## config.mk

```make
export PLATFORM = sky130hd
export DESIGN_NAME = fcs_accum
export DESIGN_NICKNAME = d
export VERILOG_FILES = /design/src/rtl/fcs_pkg.sv /design/src/rtl/fcs_accum.sv
export SDC_FILE = /design/constraint.sdc
export NUM_CORES = 2
export LEC_CHECK = 0
export BUFFER_PORTS_ARGS = -buffer_cell sky130_fd_sc_hd__buf_2
export CAP_MARGIN = 10
export CORE_MARGIN = 5
export CORE_UTILIZATION = 55
export CTS_CLUSTER_SIZE = 28
export DETAILED_ROUTE_END_ITERATION = 7
export HOLD_SLACK_MARGIN = 0.08
export PLACE_DENSITY_LB_ADDON = 0.08
export SETUP_SLACK_MARGIN = 0.2
export SYNTH_ARGS = -nofsm -noshare
export SYNTH_HDL_FRONTEND = slang
export SYNTH_SLANG_ARGS = --single-unit
```

## constraint.sdc

```tcl
create_clock -name clk -period 11.45 [get_ports clk]
set_input_delay 0.5725 -clock clk [delete_from_list [all_inputs] [get_ports clk]]
set_output_delay 0.5725 -clock clk [all_outputs]
set_load 0.02 [all_outputs]
```

## src/rtl/fcs_pkg.sv

```systemverilog
// Shared types and constants for the frame cosine similarity block.
// Used by every module in rtl/; depends on nothing.
package fcs_pkg;

  localparam int DotW    = 38;
  localparam int EnergyW = 37;
  localparam int WideW   = 108;
  localparam int QW      = 15;

  localparam logic signed [DotW-1:0] DotMax = {1'b0, {(DotW-1){1'b1}}};
  localparam logic signed [DotW-1:0] DotMin = {1'b1, {(DotW-1){1'b0}}};
  localparam logic [EnergyW-1:0]     EnergyMax = {EnergyW{1'b1}};
  localparam logic [QW-1:0]          ScoreOne = 15'd16384;

  typedef struct packed {
    logic signed [15:0] coef_a;
    logic signed [15:0] coef_b;
    logic               frame_end;
  } pair_t;

  typedef struct packed {
    logic signed [15:0] score;
    logic               zero_norm;
  } result_t;

  // Accumulated totals of one finished frame.
  typedef struct packed {
    logic signed [DotW-1:0] dot_sum;
    logic [EnergyW-1:0]     energy_a;
    logic [EnergyW-1:0]     energy_b;
  } frame_sums_t;

endpackage

```

## src/rtl/fcs_accum.sv

```systemverilog
// Front end: accumulates dot product and energies, one coefficient pair per cycle unless the full queue stalls it.
// Depends on fcs_pkg.
module fcs_accum (
  input  logic                clk,
  input  logic                rst,
  input  logic                pair_valid,
  output logic                pair_stall,
  input  fcs_pkg::pair_t      pair,
  output logic                push,
  output fcs_pkg::frame_sums_t push_data,
  input  logic                full
);
  import fcs_pkg::*;

  logic signed [DotW-1:0]  dot_sum;
  logic [EnergyW-1:0]      energy_a;
  logic [EnergyW-1:0]      energy_b;
  logic signed [DotW-1:0]  dot_next;
  logic [EnergyW-1:0]      energy_a_next;
  logic [EnergyW-1:0]      energy_b_next;
  logic signed [31:0]      prod;
  logic [30:0]             sq_a;
  logic [30:0]             sq_b;
  logic signed [DotW:0]    dot_wide;
  logic [EnergyW:0]        ea_wide;
  logic [EnergyW:0]        eb_wide;
  logic                    accept;

  assign pair_stall = full;
  assign accept     = pair_valid && !full;

  // Saturating accumulation including the current pair.
  always_comb begin
    prod     = pair.coef_a * pair.coef_b;
    sq_a     = 31'(pair.coef_a * pair.coef_a);
    sq_b     = 31'(pair.coef_b * pair.coef_b);
    dot_wide = (DotW+1)'(dot_sum) + (DotW+1)'(prod);
    ea_wide  = (EnergyW+1)'(energy_a) + (EnergyW+1)'(sq_a);
    eb_wide  = (EnergyW+1)'(energy_b) + (EnergyW+1)'(sq_b);
    if (dot_wide > (DotW+1)'(DotMax)) begin
      dot_next = DotMax;
    end else if (dot_wide < (DotW+1)'(DotMin)) begin
      dot_next = DotMin;
    end else begin
      dot_next = dot_wide[DotW-1:0];
    end
    energy_a_next = ea_wide[EnergyW] ? EnergyMax : ea_wide[EnergyW-1:0];
    energy_b_next = eb_wide[EnergyW] ? EnergyMax : eb_wide[EnergyW-1:0];
  end

  assign push               = accept && pair.frame_end;
  assign push_data.dot_sum  = dot_next;
  assign push_data.energy_a = energy_a_next;
  assign push_data.energy_b = energy_b_next;

  // Accumulators clear after the last pair of a frame.
  always_ff @(posedge clk) begin
    if (rst || push) begin
      dot_sum  <= '0;
      energy_a <= '0;
      energy_b <= '0;
    end else if (accept) begin
      dot_sum  <= dot_next;
      energy_a <= energy_a_next;
      energy_b <= energy_b_next;
    end
  end

endmodule

```

==> results.yml <==
status:
  status: "finished clean"
logic_synthesis:
  ys_seq_area_share_pct: 5.938
  synthArstFlopShare_pct: 0
  syn_inst: 4355
  synth_edf_count: 0
  ys.warnings.count: 0
  synth_nets: 5524
  synth_seq_cells: 112
  syn_area_per_cell_um2: 8.670
  synth_cell_types: 89
  syn_area_mm2: 0.03776
  synth-main-ff-cell: "dfxtp_1"
routing:
  viasPerCell: 5.261
  drt_iter0_markers: 1604
  postRouteAntennaNets: 0
  first_pass_iters: 5
  via_count: 27700
  drt-total-wl_mm: 91.13
  drc: 0
  wl_per_cell_um: 17.31
final_layout:
  finalNetCount: 5548
  mostFrequentLayoutCells: "inv_1 (1042), fa_1 (790), nand2_1 (413), ha_1 (342), nor2_1 (225)"
  diodes: 0
  area_growth_syn_to_layout_pct: 4.716
  final_common_cell: "inv_1"
  fin_cells: 5266
  final_util_pct: 57.85
  drive_gt1_share_pct: 6.182
cts:
  cts_resized: 0
  ctsLongestPathBuffers: 2
  path_clk_slew_ns: 0.10
  clk_latency_ns: 0.43
  postCtsSetupBuffers: 0
  htree_levels: 3
  postCtsHoldBufs: 0
  cts_buffers: 9
  cts-root-buf: "clkbuf_16"
  cts_tree: "built"
  clock_sinks: 112
critical_path:
  cp.arrival_ns: 9.41
  crit_fanout: 23
  critPathKind: "primary input to primary output"
  required_ns: 10.88
  critPathLaunchType: "primary input"
  cp_common_cell: "fa_1"
  max_stage_delay_ns: 0.85
  cp-end-kind: "primary output"
  crit_slowest_cell: "o311ai_4"
global_routing:
  use_met3_pct: 3.938
  grt_util_met2_pct: 41.15
  busiest_layer: "met2"
  track_usage_pct: 25.67
  globalRouteMet1Util_pct: 37.83
  grt_pass1_wl_mm: 154.3
  grt_max_degree: 81
  grt_pass1_vias: 29290
  antenna_found_initial: 0
  grt-ovfl-total: 0
die:
  coreArea_mm2: 0.06835
  die_w_um: 272.0
  io_pins: 151
  dieArea_mm2: 0.07399
  floorplan.rows: 96
  die_y_um: 272.0
  start_util_pct: 55.24
sta:
  fmax_ghz: 0.1002
  hold_viol: 0
  fin_crit_ns: 9.984
  fin_tns_setup_ns: 0
  max_slew_margin_pct: 27.88
  hold_ws_ns: 0.4592
  skew_ns: 0.03010
  worst_slew_pin_slew_ns: 1.076
  setup_viol: 0
  period_share_pct: 87.20
  rsz0062_at_grt: "false"
  finalMaxSlewViolations: 0
placed_design:
  dp_hpwl_mm: 75.55
  numPlacedInstances: 5250
  gp_congestion: 0.8912
  numPortBuffers: 150
run:
  drv_cap: 0
worst_hold_path:
  hold_path_class: "register to register"
==> cells in the mapped netlist, drive strengths merged (6+ instances only) <==
cell type	number	area, µm²
nor4	7	43.79
dfxtp	112	2242
fa	790	15820
clkbuf	143	538.0
o31ai	9	95.09
xnor2	125	1095
and3	27	168.9
a211oi	8	65.06
a311oi	9	78.83
buf	23	121.4
inv	1043	3915
o21bai	29	217.7
a31oi	22	137.6
o21a	18	135.1
o211ai	16	125.1
nand2	413	1550
a21boi	7	52.55
o22ai	7	43.79
nand3	43	215.2
nand2b	41	256.5
maj3	12	120.1
xor2	43	376.6
a21o	80	600.6
nor2b	24	150.1
or3	11	68.82
a211o	6	52.55
or2	42	262.8
nand4	17	106.4
ha	342	4279
mux2	7	78.83
and2	197	1232
nor2	228	858.3
nor3	82	415.4
a21oi	139	695.7
o21ai	154	770.7
==> state kept, by name (all words and copies together) (netlist names) <==
signal,cells
energy_b,37
energy_a,37
dot_sum,38
==> metrics by stage <==
| stage | cell area (µm²) | setup slack (ns) |
|---|---|---|
| 4_1_cts | 39540 | 1.408 |
| 5_1_grt | 39540 | 0.8444 |
| 2_1_floorplan | 37760 | 2.491 |
| 3_3_place_gp | 39230 | 1.571 |
| 6_report | 39540 | 1.466 |
| 3_5_place_dp | 39230 | 1.400 |
==> cell families (layout without fill, tap and decap cells) <==
logic type      Yosys count  after routing  share of synthesized area (%)
buf+inv                1211           1240                          12.14
flops                   112            112                          5.938
xor+xnor                168            168                          3.897
mux                      12             12                         0.3413
simple gates           1146           1146                          14.47
compound gates          562            562                          9.677
fa+ha+maj              1144           1144                          53.54
==> final timing paths <==
| kind | startpoint | slack, ns | cells after the start | end |
|---|---|---|---|---|
| max reg2reg | dot_sum[15]$_SDFFE_PP0P_ | 4.66 | 20 | dot_sum[15]$_SDFFE_PP0P_ |
| max | pair[32] | 1.47 | 29 | push_data[71] |
| min | dot_sum[29]$_SDFFE_PP0P_ | 0.46 | 2 | dot_sum[29]$_SDFFE_PP0P_ |
| min reg2reg | dot_sum[29]$_SDFFE_PP0P_ | 0.46 | 2 | dot_sum[29]$_SDFFE_PP0P_ |
==> layout make-up <==
cell class | instances | area [µm²]
clock buffer | 9 | 225.2
clock inverter | 7 | 80.08
fill | 6397 | 28810
inverter | 1045 | 3923
multi-input combinational | 3032 | 30970
sequential | 112 | 2242
tap | 882 | 1104
timing repair buffer | 179 | 993.5
==> per-layer routing <==
layer	routed length (µm)	vias up
met5	0	-
met4	1371	0
met3	4498	68
met2	41260	515
met1	44000	13770
li1	-	13350
==> worst max-delay path, delay by kind of cell <==
family / cells / cell delay, ns
xor+xnor: 1 / 0.11
compound gates: 5 / 2.08
mux: 1 / 0.29
simple gates: 7 / 1.50
fa+ha+maj: 8 / 3.68
buf+inv: 7 / 1.16
Power is not shown: default switching activity piles up to over one toggle a cycle in this logic, so the estimate is an artifact.
