File: config.mk
export PLATFORM = sky130hd
export DESIGN_NAME = fcs_score
export DESIGN_NICKNAME = d
export VERILOG_FILES = /design/src/rtl/fcs_pkg.sv /design/src/rtl/fcs_score.sv
export SDC_FILE = /design/constraint.sdc
export NUM_CORES = 2
export LEC_CHECK = 0
export ABC_AREA = 1
export BUFFER_PORTS_ARGS = -buffer_cell sky130_fd_sc_hd__buf_2
export CORE_UTILIZATION = 52
export DETAILED_ROUTE_END_ITERATION = 6
export GPL_ROUTABILITY_DRIVEN = 0
export PLACE_DENSITY = 0.71
export RECOVER_POWER = 50
export SYNTH_ARGS = -nofsm -noshare
export SYNTH_HDL_FRONTEND = slang
export SYNTH_SLANG_ARGS = --single-unit
File: constraint.sdc
create_clock -name clk -period 21.3 [get_ports clk]
set_clock_uncertainty 0.15 [all_clocks]
set_input_delay 2.13 -clock clk [delete_from_list [all_inputs] [get_ports clk]]
set_output_delay 2.13 -clock clk [all_outputs]
set_load 0.01 [all_outputs]
File: src/rtl/fcs_pkg.sv
// Shared types and constants for the frame cosine similarity block.
// Used by every module in rtl/; depends on nothing.
package fcs_pkg;

  localparam int DotW    = 38;
  localparam int EnergyW = 37;
  localparam int WideW   = 108;
  localparam int QW      = 15;

  localparam logic signed [DotW-1:0] DotMax = {1'b0, {(DotW-1){1'b1}}};
  localparam logic signed [DotW-1:0] DotMin = {1'b1, {(DotW-1){1'b0}}};
  localparam logic [EnergyW-1:0]     EnergyMax = {EnergyW{1'b1}};
  localparam logic [QW-1:0]          ScoreOne = 15'd16384;

  typedef struct packed {
    logic signed [15:0] coef_a;
    logic signed [15:0] coef_b;
    logic               frame_end;
  } pair_t;

  typedef struct packed {
    logic signed [15:0] score;
    logic               zero_norm;
  } result_t;

  // Accumulated totals of one finished frame.
  typedef struct packed {
    logic signed [DotW-1:0] dot_sum;
    logic [EnergyW-1:0]     energy_a;
    logic [EnergyW-1:0]     energy_b;
  } frame_sums_t;

endpackage

File: src/rtl/fcs_score.sv
// Back end: computes the rounded Q1.14 score of one frame with a shared
// shift-add multiplier (8 bits per cycle) and a bitwise search. Depends on fcs_pkg.
module fcs_score (
  input  logic                 clk,
  input  logic                 rst,
  input  logic                 not_empty,
  input  fcs_pkg::frame_sums_t frame,
  output logic                 pop,
  output logic                 result_valid,
  input  logic                 result_stall,
  output fcs_pkg::result_t     result
);
  import fcs_pkg::*;

  typedef enum logic [2:0] {
    IDLE, MUL_P, MUL_D, SQUARE, MUL_L, COMPARE, DONE
  } state_t;

  state_t              state;
  logic [WideW-1:0]    acc;
  logic [WideW-1:0]    acc_next;
  logic [WideW-1:0]    mcand;
  logic [DotW-1:0]     mplier;
  logic [2:0]          step;
  logic [WideW-1:0]    prod;
  logic [WideW-1:0]    rhs;
  logic [DotW-1:0]     mag;
  logic                neg;
  logic                zero;
  logic [QW-1:0]       q;
  logic [QW-1:0]       cand;
  logic [3:0]          bit_idx;
  logic [15:0]         odd;
  logic [WideW-1:0]    partial;
  logic [QW-1:0]       q_clamp;
  logic                out_free;

  assign partial  = mcand * mplier[7:0];
  assign acc_next = acc + partial;
  assign cand     = q | (QW'(1) << bit_idx);
  assign odd      = {cand, 1'b0} - 16'd1;
  assign q_clamp  = (q > ScoreOne) ? ScoreOne : q;
  assign out_free = !result_valid || !result_stall;
  assign pop      = (state == IDLE) && not_empty;

  // Sequencer, multiplier registers and output register.
  always_ff @(posedge clk) begin
    if (rst) begin
      state        <= IDLE;
      result_valid <= 1'b0;
    end else begin
      if (result_valid && !result_stall && (state != DONE)) begin
        result_valid <= 1'b0;
      end
      case (state)
        IDLE: begin
          if (not_empty) begin
            neg    <= frame.dot_sum[DotW-1];
            mag    <= frame.dot_sum[DotW-1] ? DotW'(-frame.dot_sum) : frame.dot_sum;
            zero   <= (frame.energy_a == '0) || (frame.energy_b == '0);
            acc    <= '0;
            mcand  <= WideW'(frame.energy_a);
            mplier <= DotW'(frame.energy_b);
            step   <= 3'd0;
            q      <= '0;
            state  <= ((frame.energy_a == '0) || (frame.energy_b == '0)) ? DONE : MUL_P;
          end
        end
        MUL_P: begin
          if (step == 3'd4) begin
            prod   <= acc_next;
            acc    <= '0;
            mcand  <= WideW'(mag);
            mplier <= mag;
            step   <= 3'd0;
            state  <= MUL_D;
          end else begin
            acc    <= acc_next;
            mcand  <= mcand << 8;
            mplier <= mplier >> 8;
            step   <= step + 3'd1;
          end
        end
        MUL_D: begin
          if (step == 3'd4) begin
            rhs     <= acc_next << 30;
            bit_idx <= 4'd14;
            state   <= SQUARE;
          end else begin
            acc    <= acc_next;
            mcand  <= mcand << 8;
            mplier <= mplier >> 8;
            step   <= step + 3'd1;
          end
        end
        SQUARE: begin
          acc    <= '0;
          mcand  <= prod;
          mplier <= DotW'(odd * odd);
          step   <= 3'd0;
          state  <= MUL_L;
        end
        MUL_L: begin
          acc    <= acc_next;
          mcand  <= mcand << 8;
          mplier <= mplier >> 8;
          step   <= step + 3'd1;
          if (step == 3'd4) begin
            state <= COMPARE;
          end
        end
        COMPARE: begin
          if (acc <= rhs) begin
            q <= cand;
          end
          if (bit_idx == 4'd0) begin
            state <= DONE;
          end else begin
            bit_idx <= bit_idx - 4'd1;
            state   <= SQUARE;
          end
        end
        DONE: begin
          if (out_free) begin
            result_valid     <= 1'b1;
            result.zero_norm <= zero;
            if (zero) begin
              result.score <= '0;
            end else begin
              result.score <= neg ? -16'(q_clamp) : 16'(q_clamp);
            end
            state <= IDLE;
          end
        end
        default: state <= IDLE;
      endcase
    end
  end

endmodule
==> metrics.txt <==
yosys warns=0; Critical Path RT=21.46 ns; max_slew headroom=-216%; Die ar.=0.123 mm²; top cell type by total area after synthesis=fa_1; initial antenna violation count=7; via count=52800; first-pass GRT wire length=311000 µm; worst slew pin tran=4.74 ns; FP Rows=127; Core Area=0.120 mm²; # clock sinks=523; DRT Wirelength=204000 µm; Max Cap Violations=13; DRT iter0 DRCs=6851; Tot GR Track Use=33.8%; #FFs+latches synth=523; largest net degree at the start of global routing=105; nets=9024; critical path's largest stage delay=2.47 ns; Worst Setup End Kind=register; post-CTS setup buffer count=0; PostCTS Resize Cnt=0; DRT Pass-1 Iters=7; CP cell instances=clkbuf_1 > clkbuf_1 > nand2_1 > fa_1 > inv_1 > fa_1 > inv_1 > fa_1 > inv_1 > fa_1 > ha_1 > nand2_1 > nor2_1 > inv_1 > nor2_1 > nand2_1 > nor3_1 > nand4_1 > nand3_1 > nand2_1 > nand2_1 > nor2_1; CTS HTree Levels=2; ys flop type=edfxtp_1; Hold WC Path Type=register to register; fin. max-slew vios=633; clock latency on the worst-skew pair=0.70 ns; Net Count, Synth=9063; syn avg cell area=8.12 µm²; Fmax=94.8 MHz; cells after synthesis=7765; Cell variety after synth=61; GRT overflow=0; via/cell ratio=5.63; Fin. Hold Viols=0; Setup CP Type=register to register; Die Wd=350 µm; most frequent cells in the layout=1959 x inv_1, 1829 x nand2_1, 881 x fa_1; Worst path most repeated cell=nand2_1; I/O pins=135; placed wire-length estimate=166000 µm; fill cell count=11100; critical path launch point type=register; final setup vio count=0; top cells by area, synth=fa_1 28%, edfxtp_1 25%, inv_1 12%; CTS hold repair buffers=0; layout cell share with drive strength beyond 1=4.62%; per-cell routed wire length=21.7 µm; CTS Buffer Depth=3; total CTS buffers=57; share of the synthesized area in the top cell type=28.0%; Final TNS setup=0 ns; Detail Route Antenna Nets=0; clock slew at reported path FFs=0.06 ns; DRC Markers=42; Cell Area, Synth=0.0630 mm²; initial cell density of the core=52.5%; Port Buffers=134; Final period util=49.5%; number of synthesized flops with an enable pin=519; commonest non-fill, non-tap cell in the layout=inv_1; failing checks=DRC, capacitance limit, slew limit; Area Overhead vs Synth=5.64%; Arr. time, crit path=10.71 ns; critical path fanouts, max=58; vias in the first global route=52400; sequential fraction of the synthesis area=24.8%; CTS root buffer=clkbuf_16; ys async rst share=0%; CP max stage cell=clkbuf_1; status=finished with violations; CTS tree=yes; Die Ht=350 µm; Tmin final=10.55 ns; RSZ-0062 raised after global routing=false
-- cell type report --
cell class	count	area [µm²]	area share, %
multi-input cells	4980	38800	58.2
flip-flops and latches	523	15700	23.5
inverters	1992	7490	11.2
well taps	1612	2020	3.03
clock buffers	71	1480	2.22
repair buffers	172	883	1.33
clock inverters	30	284	0.426
diodes	2	5.00	0.00751
-- flip-flops by register name, indices dropped and copies added (netlist names) --
name and cells:
state 3, bit_idx 4, prod 108, neg 1
rhs 78, zero 1, acc 108, step 3
mag 38, result 17, q 15, mcand 108
result_valid 1, mplier 38
-- path summary, 6_finish.rpt --
path	startpoint	end	slack (ns)	depth (start not counted)
max	mplier[0]	acc[77]	10.75	22
max reg2reg	mplier[0]	acc[77]	10.75	22
min	prod[98]	mcand[98]	0.38	1
min reg2reg	prod[98]	mcand[98]	0.38	1
-- cell families after synthesis --
| family | Yosys count | share of synthesized area [%] |
|---|---|---|
| simple gates | 2931 | 19.2 |
| buf+inv | 2262 | 13.6 |
| fa+ha+maj | 1182 | 33.9 |
| compound gates | 755 | 6.83 |
| flops | 523 | 24.8 |
| xor+xnor | 112 | 1.58 |
-- critical path, delay by kind of cell (launching register included) --
kind | cells | cell delay [ns]
flops | 1 | 0.33
fa+ha+maj | 5 | 2.62
buf+inv | 6 | 4.79
simple gates | 11 | 2.19
-- through the flow --
stage	setup slack (ns)	util (%)	cell area, µm²	hold slack, ns	cells
2_1_floorplan	7.69	-	63100	0.348	7765
3_5_place_dp	12.43	54.1	65000	0.378	9279
4_1_cts	12.44	55.6	66700	0.381	9380
5_1_grt	10.48	55.4	66600	0.398	9382
3_3_place_gp	12.63	54.1	65000	0.371	9279
6_report	10.75	55.4	66600	0.376	9382
-- metal layers --
layer	global-route usage [%]	part of all wire (%)	vias to the layer above
li1	-	-	23300
met1	45.1	37	25500
met2	50.9	43	3385
met3	8.45	13	622
met4	17.3	6.5	10
met5	0	0.031	-
-- cells in the mapped netlist, types with 13 or more instances --
master	count
o21a_1	14
nor4_1	26
inv_1	1955
nor2_2	28
xor2_1	68
inv_2	27
o21bai_1	20
buf_2	30
nand2_1	1828
o21ai_0	205
a21oi_1	366
edfxtp_1	519
a31oi_1	15
nand2_2	45
buf_1	24
nand4_1	79
a41oi_1	13
fa_1	881
xnor2_1	42
nand3b_1	20
nand3_1	152
a22o_1	70
o21ai_1	14
ha_1	301
nor2_1	647
clkbuf_1	205
nor3_1	48
Power is not shown: default switching activity piles up to over one toggle a cycle in this logic, so the estimate is an artifact.
