===== config.mk =====
export PLATFORM = sky130hd
export DESIGN_NAME = fcs_queue
export DESIGN_NICKNAME = d
export VERILOG_FILES = /design/src/rtl/fcs_pkg.sv /design/src/rtl/fcs_queue.sv
export SDC_FILE = /design/constraint.sdc
export NUM_CORES = 1
export LEC_CHECK = 0
export BUFFER_PORTS_ARGS = -buffer_cell sky130_fd_sc_hd__buf_2
export CAP_MARGIN = 20
export CORE_MARGIN = 1
export CORE_UTILIZATION = 41
export DETAILED_ROUTE_END_ITERATION = 8
export HOLD_SLACK_MARGIN = 0.02
export PLACE_DENSITY = 0.65
export SYNTH_ARGS = -nofsm -noshare
export SYNTH_HDL_FRONTEND = slang
export SYNTH_SLANG_ARGS = --single-unit

===== constraint.sdc =====
create_clock -name clk -period 6.45 [get_ports clk]
set_input_delay 0.3225 -clock clk [delete_from_list [all_inputs] [get_ports clk]]
set_output_delay 0.3225 -clock clk [all_outputs]
set_load 0.03 [all_outputs]

===== src/rtl/fcs_pkg.sv =====
// Shared types and constants for the frame cosine similarity block.
// Used by every module in rtl/; depends on nothing.
package fcs_pkg;

  localparam int DotW    = 38;
  localparam int EnergyW = 37;
  localparam int WideW   = 108;
  localparam int QW      = 15;

  localparam logic signed [DotW-1:0] DotMax = {1'b0, {(DotW-1){1'b1}}};
  localparam logic signed [DotW-1:0] DotMin = {1'b1, {(DotW-1){1'b0}}};
  localparam logic [EnergyW-1:0]     EnergyMax = {EnergyW{1'b1}};
  localparam logic [QW-1:0]          ScoreOne = 15'd16384;

  typedef struct packed {
    logic signed [15:0] coef_a;
    logic signed [15:0] coef_b;
    logic               frame_end;
  } pair_t;

  typedef struct packed {
    logic signed [15:0] score;
    logic               zero_norm;
  } result_t;

  // Accumulated totals of one finished frame.
  typedef struct packed {
    logic signed [DotW-1:0] dot_sum;
    logic [EnergyW-1:0]     energy_a;
    logic [EnergyW-1:0]     energy_b;
  } frame_sums_t;

endpackage


===== src/rtl/fcs_queue.sv =====
// Two-entry queue of finished frame totals between front and back ends.
// Depends on fcs_pkg.
module fcs_queue (
  input  logic                 clk,
  input  logic                 rst,
  input  logic                 push,
  input  fcs_pkg::frame_sums_t push_data,
  output logic                 full,
  input  logic                 pop,
  output logic                 not_empty,
  output fcs_pkg::frame_sums_t pop_data
);
  import fcs_pkg::*;

  frame_sums_t entries [2];
  logic        wr_ptr;
  logic        rd_ptr;
  logic [1:0]  count;

  assign full      = (count == 2'd2);
  assign not_empty = (count != 2'd0);
  assign pop_data  = entries[rd_ptr];

  // Pointers and fill count.
  always_ff @(posedge clk) begin
    if (rst) begin
      wr_ptr <= 1'b0;
      rd_ptr <= 1'b0;
      count  <= 2'd0;
    end else begin
      if (push) begin
        wr_ptr <= !wr_ptr;
      end
      if (pop) begin
        rd_ptr <= !rd_ptr;
      end
      if (push && !pop) begin
        count <= count + 2'd1;
      end else if (pop && !push) begin
        count <= count - 2'd1;
      end
    end
  end

  always_ff @(posedge clk) begin
    if (push) begin
      entries[wr_ptr] <= push_data;
    end
  end

endmodule


==> qor.csv, run 1 <==
metric;value;unit
row cnt;51;
sw power;0.000876;W
Clock Latency Late Sink;0.50;ns
Worst-Margin Slew;0.813;ns
Worst Reg2Reg Path Length in Cells;2;
Synth Flop Type;edfxtp_1;
synthesized net count;487;
ANT nets after route;0;
Hold Path Depth;2;
post-synthesis cell type count;17;
drt via density;4.67;
Mapped Cells;370;
total power draw;0.00369;W
root buf cell;clkbuf_16;
Die H;144;um
vias in the first global route;4987;
nets@finish;847;
DIE AREA;0.0208;mm^2
Die X-Extent;144;um
register clock-pin slew on the reported worst setup and hold paths;0.06;ns
worst min path class;input pin to register;
via count;4722;
Num CTS Buffers;25;
synthesized flop and latch total;229;
Reg power frac;48.0;%
final instance area;0.0117;mm^2
R2R Path Start;wr_ptr;
Synth async-reset ratio;0;%
Post-synth top cells;edfxtp_1 (224), mux2_2 (112), buf_6 (8);
core area;0.0197;mm^2
total grt overflow;0;
CP arrival;2.71;ns
register area share after synthesis;82.2;%
WP data required;6.13;ns
top cells by area, synth;edfxtp_1 (81%), mux2_2 (15%), dfxtp_1 (1.2%);
Comb power frac;14.0;%
First DRT Iteration DRCs;168;
Clk pwr share;38.0;%
Total GRT Usage;15.1;%
max_slew headroom;45.8;%
wire per inst;16.3;um
Buf/Inv on CP;2;
CTS Buffer Depth;3;
Worst R2R Setup Slack;4.17;ns
first-pass GRT wire length;24.0;mm
Max Freq;0.329;GHz
DP Area;0.00972;mm^2
ANT cells;0;
Worst Hold End;count[1];
Pre-antenna DRT Iters;4;
setup TNS;0;ns
min Tclk post-route;3.04;ns
critical path, cell by cell;buf_4 > mux2_2 > buf_2;
Total Wirelength;16.5;mm
buffers added on ports;229;
H-tree levels;1;
Starting Density;42.3;%
cell area after synthesis;0.00831;mm^2
HP Start;rst;
switch share;23.7;%
fillers;1493;
pin count of the biggest net entering global routing;62;
post-synth top area cell;edfxtp_1;
CTS sink count;229;
fin. max-slew vios;0;
final worst path period share;47.1;%
kind of cell adding the most delay to the critical path;buffers and inverters;
layout cells sized above 1;51.3;%
top-count cell post-synth;edfxtp_1;
number of I/O pins;230;
slowest stage delay, CP;0.78;ns
RSZ-0062 raised after global routing;no;
Internal;0.00281;W
Placer Congestion;0.711;
CP max stage cell;dfxtp_4;
power density cells;316;mW/mm^2
path type of the worst setup path;register to output port;
Post-CTS Setup Bufs;0;
worst-path maximum fanout;61;
Synth top area share;81.0;%
Layout Skew;0.00667;ns
DRC viols;0;
Peak VDD IR;0.175;mV
Avg Cell Area, Syn;22.5;um^2
max cap viols;0;
antenna violations before repair;0;
Post-synth EDFFs;224;
CP endpoint kind;output port;
synth warn;0;
status;finished, final reports clean;
Worst Setup Start Kind;register;
Post-DP HPWL;10.1;mm
TritonCTS clock tree;done;
Fin. Hold Viols;0;
Leak;4.41;nW
synth-to-layout area growth;40.3;%
worst reg2reg endpoint;entries[1][40];
Final setup viols;0;
through the flow:
step / hold WS (ns) / utilization, % / cells / worst slack (ns)
after floorplan: 0.392 / - / 370 / 0.570
after global placement: 0.472 / 49.4 / 856 / 3.92
after detailed placement: 0.510 / 49.4 / 856 / 3.89
after CTS: 0.0425 / 59.3 / 1012 / 3.36
after global routing: 0.0541 / 59.3 / 1012 / 3.25
final: 0.0640 / 59.3 / 1012 / 3.41
worst max-delay path by stage:
| stage | start | end | slack [ns] | depth (start not counted) |
|---|---|---|---|---|
| finish | register | pop_data[101] | 3.41 | 3 |
| global route | register | pop_data[101] | 3.25 | 3 |
| CTS | register | pop_data[30] | 3.36 | 3 |
| detailed placement | register | pop_data[30] | 3.89 | 3 |
| global placement | register | pop_data[51] | 3.92 | 3 |
| floorplan | wr_ptr | entries[0][0] | 0.57 | 1 |
per-layer routing:
layer | up-vias | global-route usage [%] | wire length [um]
met5 | - | 0 | 0
met4 | 0 | 4.88 | 313
met3 | 25 | 3.91 | 1250
met2 | 176 | 27.3 | 8230
met1 | 2333 | 17.3 | 6730
li1 | 2188 | - | -
power by group through the flow:
stage          clock [W]  sequential [W]  combinational (W)
2_1_floorplan          0         0.00179           0.000333
3_3_place_gp           0         0.00180           0.000456
3_5_place_dp           0         0.00180           0.000464
4_1_cts          0.00144         0.00177           0.000520
5_1_grt          0.00150         0.00178           0.000547
6_report         0.00140         0.00177           0.000516
layout make-up:
cell class	count	area (um^2)	area share [%]
clock buffers	29	641	5.49
inverters	1	3.75	0.0322
multi-input cells	128	1380	11.8
repair buffers	345	2300	19.7
clock inverters	15	181	1.56
well taps	265	332	2.84
flip-flops and latches	229	6830	58.6
placed cells by master (no fill, tap or decap), types with 2 or more instances in the layout:
cell           synthesis  layout
clkbuf_1               0       4
buf_4                  1       4
clkinv_2               0       3
bufinv_16              0       4
dlygate4sd3_1          0     112
dfxtp_1                5       4
mux2_2               112     112
edfxtp_1             224     224
xnor2_1                2       2
buf_2                  3     229
nor2_1                 4       4
xor2_1                 2       2
clkbuf_16              0      25
clkinv_1               0       6
flip-flops by register name, indices dropped and copies added (netlist names), named ones only:
name / cells
wr_ptr: 1
entries: 224
count: 2
rd_ptr: 1
cell families after synthesis:
family / share of synthesized area (%)
flops: 82.2
buf+inv: 1.40
fa+ha+maj: 0.151
simple gates: 0.557
compound gates: 0.120
mux: 15.2
xor+xnor: 0.422
repair_timing:
item / CTS / global route
hold endpoints to repair: 224 / 0
gates resized for setup: 0 / 0
hold buffers: 112 / 0
Power figures use the tool's default switching activity.
==> inputs of run 2 (changes only) <==
- ABC_AREA: not set -> 1
- clock period: 6.45 -> 3 ns (I/O delays scaled with it)
==> run 2 against run 1 <==
Against the previous run: final cell count up 1.7%; highest routed layer unchanged; utilization up 0.93 points; via count rose by 0.76%; combinational power increased by 110%; count of clock-buffer cells in the layout decreased by 1; sequential share of layout area down 0.90 points; critical path type unchanged; worst setup slack got worse by 2.8 ns.
==> qor.csv, run 2 <==
metric;value;unit;change
first-pass GRT wire length;26.2;mm;+8.9%
root buf cell;clkbuf_16;;
Clk pwr share;39.9;%;+1.9 points
Leak;4.50;nW;+2.1%
WHS;0.365;ns;+0.301 ns
Total GRT Usage;16.5;%;+1.5 points
Post-synth top cells;edfxtp_1 (224), mux2_2 (112), inv_1 (9);;
number of I/O pins;230;;unchanged
CP arrival;2.24;ns;-0.47 ns
Pre-antenna DRT Iters;5;;+1
Fin. Hold Viols;0;;unchanged
RSZ-0062 raised after global routing;no;;
layout cells sized above 1;50.7;%;-0.55 points
vias in the first global route;5211;;+4.5%
path type of the worst setup path;register to output port;;
ANT nets after route;0;;unchanged
register area share after synthesis;82.0;%;-0.19 points
Avg Cell Area, Syn;21.9;um^2;-2.7%
via count;4758;;+0.76%
nets@finish;863;;+1.9%
synthesized net count;498;;+2.3%
register clock-pin slew on the reported worst setup and hold paths;0.06;ns;about the same
core area;0.0197;mm^2;unchanged
kind of cell adding the most delay to the critical path;buffers and inverters;;
number of flip-flops in the largest register;224;;unchanged
drt via density;4.62;;-0.90%
pin count of the biggest net entering global routing;86;;+39%
Die H;145;um;+0.11%
R2R Path Start;wr_ptr;;
Mapped Cells;381;;+3.0%
CP endpoint kind;output port;;
placed insts;869;;+1.5%
CP max stage cell;dfxtp_4;;
fillers;1505;;+0.80%
Top Registers;entries (224), count (2);;
sw power;0.00185;W;+110%
worst-path maximum fanout;33;;-46%
power density cells;681;mW/mm^2;+120%
Worst Reg2Reg Path Length in Cells;3;;+1
DRC viols;0;;unchanged
TritonCTS clock tree;done;;
Worst-Margin Slew;0.711;ns;-0.102 ns
final worst path period share;79.6;%;
H-tree levels;1;;unchanged
Reg power frac;46.6;%;-1.4 points
Largest Register;entries;;
Total Wirelength;17.3;mm;+4.8%
most common cell after layout, fill and taps aside;buf_2;;
synth warn;0;;unchanged
Synth async-reset ratio;0;%;unchanged
GR Layer Usage met1;19.1;%;+1.8 points
Max Freq;0.419;GHz;
Post-synth EDFFs;224;;unchanged
Internal;0.00622;W;+120%
Num CTS Buffers;24;;-4.0%
Peak VDD IR;0.515;mV;+200%
slowest stage delay, CP;0.66;ns;-0.12 ns
max cap viols;0;;unchanged
Die X-Extent;145;um;+0.11%
Critical Path End;pop_data[8];;
most frequent cells in the layout;buf_2 (229), edfxtp_1 (224), dlygate4sd3_1 (116);;
max_slew headroom;52.5;%;+6.7 points
buffers added on ports;229;;unchanged
synth-to-layout area growth;42.2;%;
Starting Density;42.4;%;+0.095 points
Placer Congestion;0.728;;+2.3%
Post-CTS Setup Bufs;0;;unchanged
WP depth;3;;unchanged
top-count cell post-synth;edfxtp_1;;
Comb power frac;13.4;%;-0.6 points
switch share;22.9;%;-0.81 points
total grt overflow;0;;unchanged
M3 GR Usage;4.47;%;+0.56 points
First DRT Iteration DRCs;202;;+20%
Post-DP HPWL;10.4;mm;+3.0%
fin cells;1029;;+1.7%
Layout Skew;0.0115;ns;+0.00480 ns
Clock Latency Late Sink;0.51;ns;about the same
worst min path class;input pin to register;;
post-CTS resize count;0;;unchanged
Worst R2R Setup Slack;1.19;ns;-2.98 ns
critical path, cell by cell;buf_4 > mux2_2 > buf_2;;
fin. max-slew vios;0;;unchanged
min Tclk post-route;2.39;ns;
synthesized flop and latch total;229;;unchanged
antenna violations before repair;1;;+1
GRT met2 Usage;30.2;%;+3.0 points
Worst Setup Start Kind;register;;
post-synthesis cell type count;16;;-1
status;finished, final reports clean;;
wire per inst;16.8;um;+3.1%
Final setup viols;0;;unchanged
setup TNS;0;ns;unchanged
Synth Flop Type;edfxtp_1;;
worst reg2reg endpoint;entries[1][108];;
DIE AREA;0.0209;mm^2;+0.22%
CTS sink count;229;;unchanged
cell area after synthesis;0.00833;mm^2;+0.23%
row cnt;51;;unchanged
most used routing layer;met2;;
CTS Buffer Depth;3;;unchanged
Synth top area share;80.8;%;-0.18 points
CTS Hold Bufs;116;;+3.6%
Buf/Inv on CP;2;;unchanged
top cells by area, synth;edfxtp_1 (81%), mux2_2 (15%), dfxtp_1 (1.2%);;
WP data required;2.85;ns;-3.28 ns
post-synth top area cell;edfxtp_1;;
-- run 2: changes by cell type after synthesis, sizes merged, moves of 2 or more --
cell / change
nor2: +2
inv: +8
nand2: +6
nor2b: -2
xor2: -2
-- run 2: stage by stage --
stage                     worst slack [ns]  total power [W]  area, um^2  utilization, %
after detailed placement              1.09          0.00479        9800            49.9
after CTS                            0.553          0.00814       11800            60.2
final                                0.611          0.00807       11800            60.3
after global placement                1.16          0.00477        9800            49.9
after floorplan                      0.527          0.00448        8340               -
after global routing                 0.451          0.00835       11800            60.3
-- run 2: layout make-up --
| class | count | area (um^2) | area share [%] |
|---|---|---|---|
| antenna | 1 | 2.50 | 0.0211 |
| clock buffer | 28 | 616 | 5.20 |
| clock inverter | 15 | 262 | 2.21 |
| inverter | 9 | 37.5 | 0.317 |
| multi-input combinational | 131 | 1360 | 11.5 |
| sequential | 229 | 6830 | 57.7 |
| tap | 265 | 332 | 2.80 |
| timing repair buffer | 351 | 2400 | 20.3 |
-- run 2: worst reg2reg max path: cells and delay by family, from the launching register on --
family | cells | cell delay (ns)
AND/OR/NAND/NOR | 1 | 0.11
buffers and inverters | 2 | 1.02
flip-flops | 1 | 0.34
-- run 2: cell families (layout without fill, tap and decap cells) --
kind of cell	after synthesis	after routing	share of synthesized area [%]
compound gates	2	2	0.120
xor+xnor	1	1	0.105
fa+ha+maj	1	1	0.150
buf+inv	21	403	1.76
flops	229	229	82.0
mux	112	112	15.1
other cells	0	1	0
simple gates	15	15	0.736
-- run 2: how the worst min path moves through the flow --
stage	from	end	cells past startpoint	slack, ns
after CTS	push_data[79]	entries[0][79]	2	0.34
final	push_data[79]	entries[0][79]	2	0.37
after detailed placement	push_data[56]	entries[0][56]	1	0.34
after global placement	push_data[83]	entries[0][83]	1	0.34
after global routing	push_data[79]	entries[0][79]	2	0.35
after floorplan	rst	register	1	0.22
-- run 2: power groups by stage --
stage                     Combinational, W  Sequential (W)  Clock (W)
final                              0.00108         0.00376    0.00322
after global routing               0.00115         0.00378    0.00342
after CTS                          0.00109         0.00377    0.00329
after detailed placement          0.000960         0.00383          0
after global placement            0.000942         0.00382          0
after floorplan                   0.000674         0.00380          0
-- run 2: routing by layer --
layer	vias to the layer above	part of all wire [%]
met2	200	50
li1	2237	-
met3	30	8.2
met5	-	0
met1	2291	40
met4	0	2.0
